## config.mk

```make
export PLATFORM = sky130hd
export DESIGN_NAME = zip_central_directory_parser_top_flat
export DESIGN_NICKNAME = d
export VERILOG_FILES = /design/src/zcd_pkg.sv /design/src/zcd_byte_if.sv /design/src/zcd_result_if.sv /design/src/zcd_core.sv /design/src/zcd_out_stage.sv /design/src/zip_central_directory_parser_top.sv /design/src/flat_wrapper.sv
export SDC_FILE = /design/constraint.sdc
export NUM_CORES = 1
export LEC_CHECK = 0
export ABC_AREA = 1
export ABC_CLOCK_PERIOD_IN_PS = 41400
export BUFFER_PORTS_ARGS = -buffer_cell sky130_fd_sc_hd__buf_2
export CORE_MARGIN = 1.5
export CORE_UTILIZATION = 42
export CTS_CLUSTER_SIZE = 30
export DETAILED_ROUTE_END_ITERATION = 8
export GPL_TIMING_DRIVEN = 1
export HOLD_SLACK_MARGIN = 0.1
export SLEW_MARGIN = 20
export SYNTH_ARGS = -nofsm -noshare
export SYNTH_HDL_FRONTEND = slang
export SYNTH_SLANG_ARGS = --single-unit
```

## constraint.sdc

```tcl
create_clock -name i_clk -period 41.4 [get_ports i_clk]
set_input_delay 8.28 -clock i_clk [delete_from_list [all_inputs] [get_ports i_clk]]
set_output_delay 8.28 -clock i_clk [all_outputs]
set_load 0.02 [all_outputs]
```

## src/zcd_pkg.sv

```systemverilog
// ----------------------------------------------------------------------------
// zcd_pkg
// Shared types and constants of the central directory record parser.
// ----------------------------------------------------------------------------
package zcd_pkg;

    localparam logic [31:0] CD_SIGNATURE = 32'h0201_4b50;
    localparam int          FIXED_LEN    = 46;

    // record offsets inside the fixed header
    localparam logic [17:0] POS_SIG_LAST = 18'd3;
    localparam logic [17:0] POS_FIX_LAST = 18'(FIXED_LEN - 1);
    localparam logic [18:0] REC_END_MIN  = 19'(FIXED_LEN);
    localparam logic [18:0] ZERO_CNT_LEN = 19'd4;

    // status codes of a result word
    localparam logic [1:0] ST_ENTRY   = 2'd0;
    localparam logic [1:0] ST_BAD_SIG = 2'd1;
    localparam logic [1:0] ST_TRUNC   = 2'd2;

    // configuration register indexes
    localparam logic CFG_ENTRY_COUNT = 1'b0;
    localparam logic CFG_DIR_OFFSET  = 1'b1;

    typedef enum logic [2:0] {
        PH_RUN  = 3'b001,
        PH_DONE = 3'b010,
        PH_HALT = 3'b100
    } t_phase;

    typedef struct packed {
        logic [7:0] data_byte;
        logic       end_of_data;
    } t_in_word;

    typedef struct packed {
        logic [1:0]  status;
        logic [15:0] entry_index;
        logic [15:0] method;
        logic [31:0] compressed_size;
        logic [31:0] uncompressed_size;
        logic [31:0] local_header_offset;
        logic [15:0] name_length;
        logic [32:0] name_offset;
        logic        all_done;
    } t_result;

endpackage

```

## src/zcd_byte_if.sv

```systemverilog
// ----------------------------------------------------------------------------
// zcd_byte_if
// Directory byte channel: valid/ready handshake with one byte per word.
// ----------------------------------------------------------------------------
interface zcd_byte_if;
    logic       valid;
    logic       ready;
    logic [7:0] data_byte;
    logic       end_of_data;

    modport source (output valid, output data_byte, output end_of_data, input ready);
    modport sink   (input valid, input data_byte, input end_of_data, output ready);
endinterface

```

## src/zcd_result_if.sv

```systemverilog
// ----------------------------------------------------------------------------
// zcd_result_if
// Result channel: one parsed entry or error report per word.
// ----------------------------------------------------------------------------
interface zcd_result_if;
    logic        valid;
    logic        ready;
    logic [1:0]  status;
    logic [15:0] entry_index;
    logic [15:0] method;
    logic [31:0] compressed_size;
    logic [31:0] uncompressed_size;
    logic [31:0] local_header_offset;
    logic [15:0] name_length;
    logic [32:0] name_offset;
    logic        all_done;

    modport source (
        output valid, input ready,
        output status, output entry_index, output method, output compressed_size,
        output uncompressed_size, output local_header_offset, output name_length,
        output name_offset, output all_done
    );
    modport sink (
        input valid, output ready,
        input status, input entry_index, input method, input compressed_size,
        input uncompressed_size, input local_header_offset, input name_length,
        input name_offset, input all_done
    );
endinterface

```

## src/zcd_core.sv

```systemverilog
// ----------------------------------------------------------------------------
// zcd_core
// Parser state, configuration registers and per-byte result logic.
// ----------------------------------------------------------------------------
module zcd_core (
    input  logic             i_clk,
    input  logic             i_rst_n,
    input  logic             i_cfg_we,
    input  logic             i_cfg_index,
    input  logic [31:0]      i_cfg_data,
    input  logic             i_in_valid,
    input  zcd_pkg::t_in_word i_in,
    input  logic             i_step,
    output logic             o_res_valid,
    output zcd_pkg::t_result o_res
);

    logic [15:0]     r_entry_count;
    logic [31:0]     r_dir_offset;

    logic [17:0]     r_rec_pos,   n_rec_pos;
    logic [31:0]     r_strm_pos,  n_strm_pos;
    logic [15:0]     r_entries,   n_entries;
    logic [23:0]     r_sig,       n_sig;
    logic [15:0]     r_method,    n_method;
    logic [31:0]     r_csize,     n_csize;
    logic [31:0]     r_usize,     n_usize;
    logic [31:0]     r_lhoff,     n_lhoff;
    logic [15:0]     r_len_name,  n_len_name;
    logic [15:0]     r_len_extra, n_len_extra;
    logic [15:0]     r_len_cmt,   n_len_cmt;
    logic [18:0]     r_rec_end,   n_rec_end;
    logic [31:0]     r_name_pos,  n_name_pos;
    zcd_pkg::t_phase r_phase,     n_phase;

    logic [18:0] np;
    logic [31:0] sig_full;
    logic        complete;
    logic [16:0] next_idx;
    logic        done;
    logic [31:0] name_pos;
    logic        rearm;
    logic        res_valid;
    logic [7:0]  b;

    assign b = i_in.data_byte;

    always_ff @(posedge i_clk) begin
        if (!i_rst_n) begin
            r_entry_count <= '0;
            r_dir_offset  <= '0;
        end else if (i_cfg_we) begin
            case (i_cfg_index)
                zcd_pkg::CFG_ENTRY_COUNT: r_entry_count <= i_cfg_data[15:0];
                zcd_pkg::CFG_DIR_OFFSET:  r_dir_offset  <= i_cfg_data;
                default:                  r_dir_offset  <= r_dir_offset;
            endcase
        end
    end

    always_comb begin
        n_rec_pos   = r_rec_pos;
        n_strm_pos  = r_strm_pos;
        n_entries   = r_entries;
        n_sig       = r_sig;
        n_method    = r_method;
        n_csize     = r_csize;
        n_usize     = r_usize;
        n_lhoff     = r_lhoff;
        n_len_name  = r_len_name;
        n_len_extra = r_len_extra;
        n_len_cmt   = r_len_cmt;
        n_name_pos  = r_name_pos;
        n_phase     = r_phase;
        o_res       = '0;
        res_valid   = 1'b0;
        rearm       = 1'b0;
        np          = {1'b0, r_rec_pos} + 19'd1;
        sig_full    = {b, r_sig};
        complete    = np >= r_rec_end;
        next_idx    = {1'b0, r_entries} + 17'd1;
        done        = next_idx >= {1'b0, r_entry_count};
        name_pos    = (r_rec_pos == zcd_pkg::POS_FIX_LAST) ? r_strm_pos + 32'd1 : r_name_pos;

        if (r_phase != zcd_pkg::PH_RUN) begin
            // halted or finished: drop bytes until end of data
            rearm = i_in.end_of_data;
        end else if (r_entry_count == 16'd0) begin
            n_rec_pos  = np[17:0];
            n_strm_pos = r_strm_pos + 32'd1;
            if (np >= zcd_pkg::ZERO_CNT_LEN) begin
                res_valid      = 1'b1;
                o_res.all_done = 1'b1;
                n_phase        = zcd_pkg::PH_DONE;
                rearm          = i_in.end_of_data;
            end else if (i_in.end_of_data) begin
                res_valid         = 1'b1;
                o_res.status      = zcd_pkg::ST_TRUNC;
                o_res.entry_index = r_entries;
                rearm             = 1'b1;
            end
        end else begin
            if (r_rec_pos < 18'd4) begin
                n_sig = {b, r_sig[23:8]};
            end
            if (r_rec_pos[17:6] == 12'd0) begin
                case (r_rec_pos[5:0])
                    6'd10:   n_method          = {8'h00, b};
                    6'd11:   n_method[15:8]    = b;
                    6'd20:   n_csize           = {24'h0, b};
                    6'd21:   n_csize[15:8]     = b;
                    6'd22:   n_csize[23:16]    = b;
                    6'd23:   n_csize[31:24]    = b;
                    6'd24:   n_usize           = {24'h0, b};
                    6'd25:   n_usize[15:8]     = b;
                    6'd26:   n_usize[23:16]    = b;
                    6'd27:   n_usize[31:24]    = b;
                    6'd28:   n_len_name        = {8'h00, b};
                    6'd29:   n_len_name[15:8]  = b;
                    6'd30:   n_len_extra       = {8'h00, b};
                    6'd31:   n_len_extra[15:8] = b;
                    6'd32:   n_len_cmt         = {8'h00, b};
                    6'd33:   n_len_cmt[15:8]   = b;
                    6'd42:   n_lhoff           = {24'h0, b};
                    6'd43:   n_lhoff[15:8]     = b;
                    6'd44:   n_lhoff[23:16]    = b;
                    6'd45:   n_lhoff[31:24]    = b;
                    default: n_method          = n_method;
                endcase
            end
            n_strm_pos = r_strm_pos + 32'd1;
            n_name_pos = name_pos;

            if (!complete && i_in.end_of_data) begin
                res_valid         = 1'b1;
                o_res.status      = zcd_pkg::ST_TRUNC;
                o_res.entry_index = r_entries;
                rearm             = 1'b1;
            end else if (r_rec_pos == zcd_pkg::POS_SIG_LAST &&
                         sig_full != zcd_pkg::CD_SIGNATURE) begin
                res_valid         = 1'b1;
                o_res.status      = zcd_pkg::ST_BAD_SIG;
                o_res.entry_index = r_entries;
                n_phase           = zcd_pkg::PH_HALT;
            end else if (!complete) begin
                n_rec_pos = np[17:0];
            end else if (i_in.end_of_data && !done) begin
                // next record is cut off: report it instead of this one
                res_valid         = 1'b1;
                o_res.status      = zcd_pkg::ST_TRUNC;
                o_res.entry_index = next_idx[15:0];
                rearm             = 1'b1;
            end else begin
                res_valid                 = 1'b1;
                o_res.status              = zcd_pkg::ST_ENTRY;
                o_res.entry_index         = r_entries;
                o_res.method              = n_method;
                o_res.compressed_size     = n_csize;
                o_res.uncompressed_size   = n_usize;
                o_res.local_header_offset = n_lhoff;
                o_res.name_length         = n_len_name;
                o_res.name_offset         = {1'b0, r_dir_offset} + {1'b0, name_pos};
                o_res.all_done            = done;
                n_entries   = next_idx[15:0];
                n_rec_pos   = '0;
                n_sig       = '0;
                n_method    = '0;
                n_csize     = '0;
                n_usize     = '0;
                n_lhoff     = '0;
                n_len_name  = '0;
                n_len_extra = '0;
                n_len_cmt   = '0;
                if (done) begin
                    n_phase = zcd_pkg::PH_DONE;
                end
                rearm = i_in.end_of_data;
            end
        end

        if (rearm) begin
            n_rec_pos   = '0;
            n_strm_pos  = '0;
            n_entries   = '0;
            n_sig       = '0;
            n_method    = '0;
            n_csize     = '0;
            n_usize     = '0;
            n_lhoff     = '0;
            n_len_name  = '0;
            n_len_extra = '0;
            n_len_cmt   = '0;
            n_phase     = zcd_pkg::PH_RUN;
        end

        // end of the current record: fixed header plus variable part
        n_rec_end = zcd_pkg::REC_END_MIN + {3'b000, n_len_name}
                    + {3'b000, n_len_extra} + {3'b000, n_len_cmt};
    end

    assign o_res_valid = i_in_valid && res_valid;

    always_ff @(posedge i_clk) begin
        if (!i_rst_n) begin
            r_rec_pos   <= '0;
            r_strm_pos  <= '0;
            r_entries   <= '0;
            r_sig       <= '0;
            r_method    <= '0;
            r_csize     <= '0;
            r_usize     <= '0;
            r_lhoff     <= '0;
            r_len_name  <= '0;
            r_len_extra <= '0;
            r_len_cmt   <= '0;
            r_rec_end   <= zcd_pkg::REC_END_MIN;
            r_name_pos  <= '0;
            r_phase     <= zcd_pkg::PH_RUN;
        end else if (i_step) begin
            r_rec_pos   <= n_rec_pos;
            r_strm_pos  <= n_strm_pos;
            r_entries   <= n_entries;
            r_sig       <= n_sig;
            r_method    <= n_method;
            r_csize     <= n_csize;
            r_usize     <= n_usize;
            r_lhoff     <= n_lhoff;
            r_len_name  <= n_len_name;
            r_len_extra <= n_len_extra;
            r_len_cmt   <= n_len_cmt;
            r_rec_end   <= n_rec_end;
            r_name_pos  <= n_name_pos;
            r_phase     <= n_phase;
        end
    end

endmodule

```

## src/zcd_out_stage.sv

```systemverilog
// ----------------------------------------------------------------------------
// zcd_out_stage
// Result register that drives the result channel.
// ----------------------------------------------------------------------------
module zcd_out_stage (
    input  logic              i_clk,
    input  logic              i_rst_n,
    input  logic              i_load,
    input  zcd_pkg::t_result  i_res,
    output logic              o_free,
    zcd_result_if.source      o_result
);

    logic             r_valid;
    zcd_pkg::t_result r_res;

    assign o_free = !r_valid || o_result.ready;

    always_ff @(posedge i_clk) begin
        if (!i_rst_n) begin
            r_valid <= 1'b0;
        end else if (i_load) begin
            r_valid <= 1'b1;
        end else if (o_result.ready) begin
            r_valid <= 1'b0;
        end
    end

    always_ff @(posedge i_clk) begin
        if (i_load) begin
            r_res <= i_res;
        end
    end

    assign o_result.valid               = r_valid;
    assign o_result.status              = r_res.status;
    assign o_result.entry_index         = r_res.entry_index;
    assign o_result.method              = r_res.method;
    assign o_result.compressed_size     = r_res.compressed_size;
    assign o_result.uncompressed_size   = r_res.uncompressed_size;
    assign o_result.local_header_offset = r_res.local_header_offset;
    assign o_result.name_length         = r_res.name_length;
    assign o_result.name_offset         = r_res.name_offset;
    assign o_result.all_done            = r_res.all_done;

endmodule

```

## src/zip_central_directory_parser_top.sv

```systemverilog
// ----------------------------------------------------------------------------
// zip_central_directory_parser_top
// Byte-serial parser of ZIP central directory records.
// ----------------------------------------------------------------------------
// Feed the central directory one byte per word, starting at the directory
// offset, with end_of_data set on the last byte of the buffer. Each record
// gives one result word when its last byte arrives; errors give a status 1
// (bad signature) or 2 (truncated) word and the parser then drops bytes up to
// end_of_data, which re-arms it. Throughput is one byte per clock while the
// result register can take each due result word, else the input stalls. A byte
// passes an input register, field capture and record-length compare, and a
// result register. Write entry_count and directory_offset only while idle.
module zip_central_directory_parser_top (
    input  logic        i_clk,
    input  logic        i_rst_n,
    zcd_byte_if.sink    i_byte,
    zcd_result_if.source o_result,
    input  logic        i_cfg_we,
    input  logic        i_cfg_index,
    input  logic [31:0] i_cfg_data
);

    logic              r_in_valid;
    zcd_pkg::t_in_word r_in;
    logic              step;
    logic              res_valid;
    zcd_pkg::t_result  res;
    logic              out_free;

    // advance when the result slot can take the word, or no word is due
    assign step         = r_in_valid && (out_free || !res_valid);
    assign i_byte.ready = !r_in_valid || step;

    always_ff @(posedge i_clk) begin
        if (!i_rst_n) begin
            r_in_valid <= 1'b0;
        end else if (i_byte.ready) begin
            r_in_valid <= i_byte.valid;
        end
    end

    always_ff @(posedge i_clk) begin
        if (i_byte.ready && i_byte.valid) begin
            r_in.data_byte   <= i_byte.data_byte;
            r_in.end_of_data <= i_byte.end_of_data;
        end
    end

    zcd_core u_core (
        .i_clk       (i_clk),
        .i_rst_n     (i_rst_n),
        .i_cfg_we    (i_cfg_we),
        .i_cfg_index (i_cfg_index),
        .i_cfg_data  (i_cfg_data),
        .i_in_valid  (r_in_valid),
        .i_in        (r_in),
        .i_step      (step),
        .o_res_valid (res_valid),
        .o_res       (res)
    );

    zcd_out_stage u_out (
        .i_clk    (i_clk),
        .i_rst_n  (i_rst_n),
        .i_load   (step && res_valid),
        .i_res    (res),
        .o_free   (out_free),
        .o_result (o_result)
    );

endmodule
```

## src/flat_wrapper.sv

```systemverilog
// flat-port wrapper written by rule: the top's interface ports become plain ports
module zip_central_directory_parser_top_flat 
  (i_clk, i_rst_n, i_cfg_we, i_cfg_index, i_cfg_data, i_byte_valid, i_byte_data_byte, i_byte_end_of_data, i_byte_ready, o_result_valid, o_result_ready, o_result_status, o_result_entry_index, o_result_method, o_result_compressed_size, o_result_uncompressed_size, o_result_local_header_offset, o_result_name_length, o_result_name_offset, o_result_all_done);
  zcd_byte_if i_byte_i ();
  zcd_result_if o_result_i ();
  input  logic i_clk;
  input  logic i_rst_n;
  input  logic i_cfg_we;
  input  logic i_cfg_index;
  input  logic [31:0] i_cfg_data;
  input wire logic [$bits(i_byte_i.valid)-1:0] i_byte_valid;
  input wire logic [$bits(i_byte_i.data_byte)-1:0] i_byte_data_byte;
  input wire logic [$bits(i_byte_i.end_of_data)-1:0] i_byte_end_of_data;
  output wire logic [$bits(i_byte_i.ready)-1:0] i_byte_ready;
  output wire logic [$bits(o_result_i.valid)-1:0] o_result_valid;
  input wire logic [$bits(o_result_i.ready)-1:0] o_result_ready;
  output wire logic [$bits(o_result_i.status)-1:0] o_result_status;
  output wire logic [$bits(o_result_i.entry_index)-1:0] o_result_entry_index;
  output wire logic [$bits(o_result_i.method)-1:0] o_result_method;
  output wire logic [$bits(o_result_i.compressed_size)-1:0] o_result_compressed_size;
  output wire logic [$bits(o_result_i.uncompressed_size)-1:0] o_result_uncompressed_size;
  output wire logic [$bits(o_result_i.local_header_offset)-1:0] o_result_local_header_offset;
  output wire logic [$bits(o_result_i.name_length)-1:0] o_result_name_length;
  output wire logic [$bits(o_result_i.name_offset)-1:0] o_result_name_offset;
  output wire logic [$bits(o_result_i.all_done)-1:0] o_result_all_done;
  assign i_byte_i.valid = i_byte_valid;
  assign i_byte_i.data_byte = i_byte_data_byte;
  assign i_byte_i.end_of_data = i_byte_end_of_data;
  assign i_byte_ready = i_byte_i.ready;
  assign o_result_valid = o_result_i.valid;
  assign o_result_i.ready = o_result_ready;
  assign o_result_status = o_result_i.status;
  assign o_result_entry_index = o_result_i.entry_index;
  assign o_result_method = o_result_i.method;
  assign o_result_compressed_size = o_result_i.compressed_size;
  assign o_result_uncompressed_size = o_result_i.uncompressed_size;
  assign o_result_local_header_offset = o_result_i.local_header_offset;
  assign o_result_name_length = o_result_i.name_length;
  assign o_result_name_offset = o_result_i.name_offset;
  assign o_result_all_done = o_result_i.all_done;
  zip_central_directory_parser_top u_core (.i_clk(i_clk), .i_rst_n(i_rst_n), .i_byte(i_byte_i), .o_result(o_result_i), .i_cfg_we(i_cfg_we), .i_cfg_index(i_cfg_index), .i_cfg_data(i_cfg_data));
endmodule
```

==> results.ini <==
[drt]
wirelength_um=82400
wl_met1_um=39400
top_layer_used=met4
dr_wl_met3_um=4370
drtAntennaViolNets=0
num_vias=26300
drc=0
first_iter_violations=2069
route.met2.wl_um=37100
wire_per_inst_um=15.9
viasPerCell=5.06
firstDrtPassIters=5

[worst_setup_path]
cp_common_cell=buf_2
critPathKind=in -> out
worst-path-max-fanout=8
cp_slowest_cell=nor2_1
crit_path_end_kind=output pin
critPathRequiredTime_ns=33.12
cpPeakStageDelay_ns=0.30
crit_chain=buf_2 -> nor2_1 -> nand4_4 -> buf_2
cp-start-kind=input pin
arrival_ns=9.16

[yosys]
syn-instance-count=4069
syn_area_per_cell_um2=7.27
postSynthRegisterBits=542
synth_seq_area_share_pct=43.0
async_reset_ff_share_pct=0
synth_warnings=0
synth_nets=4236
synth_area_um2=29600
ys_types=54
synth_flop_cell=dfxtp_1
synth-edff-count=189

[timing]
fin_crit_ns=17.44
timing.fmax_ghz=0.0573
finalCritPeriodShare_pct=42.1
hold_violations=0
tightest_slew_ns=1.20
slew_headroom_pct=20.2
setup_slack_ns=23.96
fin_skew_ns=0.0151
rsz0062_at_grt=no
slew_viol_final=0
setup_viol=0
tns_ns=0

[clock_tree]
cts_tree=done
cts_setup_buffers=0
cts_max_path_buffers=3
root_buffer=clkbuf_16
clk_latency_ns=0.62
clk_pin_slew_ns=0.06
ctsHoldBuffers=0
post_cts_resized=0
numCtsBuffers=60
htree_levels=2
cts.sinks=542

[global_route]
grt_pass1_vias=23600
overflow=0
grt_start_max_net_pins=223
antenna_found_initial=0
grt_use_total_pct=22.2
grt_pass1_wl_um=128000

[place]
hpwl_um=54100
pre_cts_ws_ns=23.95
io_buffers=228
routabilityCongestion=0.891

[floorplan]
row_count=97
dieArea_um2=72100
io_pins=229
dieWidth_um=268
initial_utilization_pct=42.3
core_area_um2=69900
dieHeight_um=268

[cells_and_area]
areaGrowthSynthToFinish_pct=12.6
insertedDiodeCount=0
final_nets=4362
drive_gt1_share_pct=10.3

[job]
cap_violations=0

[power]
p_leak_nw=14.8
power.density_nw_per_um2=45.5
peakVddDrop_v=0.0000271

[run_status]
status=complete, no violations

[hold_path]
hp-class=reg -> reg

cells in the final DEF, fill, tap and decap left out, types with 34 or more instances in the layout:
| cell | n |
|---|---|
| nor2_1 | 841 |
| nand2_1 | 769 |
| inv_1 | 487 |
| dfxtp_1 | 353 |
| o21ai_0 | 346 |
| a21oi_1 | 247 |
| buf_2 | 227 |
| edfxtp_1 | 189 |
| ha_1 | 102 |
| nand3_1 | 96 |
| o22ai_1 | 93 |
| clkbuf_16 | 63 |
| xor2_1 | 60 |
| nand4_1 | 45 |
| nor3_1 | 34 |
through the flow:
stage / utilization (%) / std cells / hold slack (ns) / area [um^2] / total power, mW
floorplan: - / 4069 / 0.435 / 29600 / 0.890
global placement: 44.8 / 5073 / 0.455 / 31300 / 0.967
detailed placement: 44.8 / 5073 / 0.456 / 31300 / 0.971
CTS: 47.7 / 5187 / 0.465 / 33300 / 1.53
global route: 47.7 / 5187 / 0.485 / 33300 / 1.59
finish: 47.7 / 5187 / 0.460 / 33300 / 1.52
critical path: cells and delay by family:
family        cells  cell delay, ns
simple gates      2            0.55
buf+inv           2            0.33
per-layer routing:
metal	GRT usage, %	vias up
met5	0	-
li1	-	13400
met3	2.87	100
met2	35.6	620
met1	31.8	12100
met4	5.03	0
sequential cells by signal, indices dropped and copies added (netlist names), 9 cells and up:
register,flops
u_core.u_out.o_result.entry_index,16
u_core.u_out.o_result.uncompressed_size,32
u_core.u_core.r_lhoff,32
u_core.u_core.r_entries,16
u_core.u_core.r_name_pos,32
u_core.u_out.o_result.method,16
u_core.u_core.r_entry_count,16
u_core.u_out.o_result.local_header_offset,32
u_core.u_core.r_strm_pos,32
u_core.u_core.r_method,16
u_core.u_out.o_result.name_offset,33
u_core.u_core.r_dir_offset,32
u_core.u_core.r_rec_end,18
u_core.u_core.r_usize,32
u_core.u_core.r_csize,32
u_core.u_core.r_len_extra,16
u_core.u_out.o_result.name_length,16
u_core.r_in,9
u_core.u_core.r_sig,24
u_core.u_core.r_rec_pos,18
u_core.u_out.o_result.compressed_size,32
u_core.u_core.r_len_cmt,16
u_core.u_core.r_len_name,16
area by class of cell:
cell class,count,area (um^2)
flip-flops and latches,542,12700
fillers,7090,36600
repair buffers,259,1410
multi-input cells,2823,14100
clock inverters,35,340
well taps,940,1180
inverters,509,1910
clock buffers,79,1700
final timing paths:
check	from	endpoint	slack [ns]	cells after the start
max	o_result_ready	i_byte_ready	23.96	4
min	u_core.u_core.r_rec_end[13]$_SDFFE_PN0P_	u_core.u_core.r_rec_end[13]$_SDFFE_PN0P_	0.46	2
max reg2reg	u_core.u_core.r_entries[0]$_SDFFE_PN0P_	u_core.u_core.r_rec_end[14]$_SDFFE_PN0P_	34.33	38
min reg2reg	u_core.u_core.r_rec_end[13]$_SDFFE_PN0P_	u_core.u_core.r_rec_end[13]$_SDFFE_PN0P_	0.46	2
Yosys cell counts (5+ instances only):
| cell type | n | area share (%) |
|---|---|---|
| or2_2 | 11 | 0.23 |
| nor2_1 | 843 | 11 |
| o22ai_1 | 93 | 2.0 |
| buf_2 | 71 | 1.2 |
| a21o_1 | 6 | 0.15 |
| xnor2_1 | 10 | 0.30 |
| o21ai_1 | 17 | 0.29 |
| dfxtp_1 | 353 | 24 |
| o21a_1 | 8 | 0.20 |
| o211ai_1 | 7 | 0.18 |
| nand3_1 | 96 | 1.6 |
| xor2_1 | 60 | 1.8 |
| nor3_1 | 34 | 0.57 |
| o21ai_0 | 346 | 5.9 |
| ha_1 | 102 | 4.3 |
| nor2_2 | 8 | 0.17 |
| fa_1 | 18 | 1.2 |
| edfxtp_1 | 189 | 19 |
| nand2_1 | 769 | 9.8 |
| a21oi_2 | 30 | 0.89 |
| inv_2 | 10 | 0.13 |
| clkbuf_1 | 100 | 1.3 |
| a22oi_1 | 9 | 0.23 |
| inv_1 | 488 | 6.2 |
| buf_1 | 7 | 0.089 |
| a21oi_1 | 247 | 4.2 |
| nand4_1 | 45 | 0.95 |
| nor4_1 | 10 | 0.21 |
| clkinv_1 | 11 | 0.14 |
| buf_6 | 11 | 0.42 |
| nor3b_1 | 5 | 0.13 |
power by group:
part           leakage [nW]  internal, mW  switching, mW
clock                  1.01         0.330          0.224
sequential             4.69         0.602         0.0228
combinational          9.07        0.0970          0.239
total                  14.8          1.03          0.487
logic make-up after synthesis:
| kind of cell | synth area share, % |
|---|---|
| buffers and inverters | 9.56 |
| AND/OR/NAND/NOR | 25.3 |
| multiplexers | 0.101 |
| AO/OA/AOI/OAI | 14.4 |
| XOR/XNOR | 2.07 |
| flip-flops | 43.0 |
| adder cells (fa/ha/maj) | 5.53 |
(Power assumes the default switching activity.)
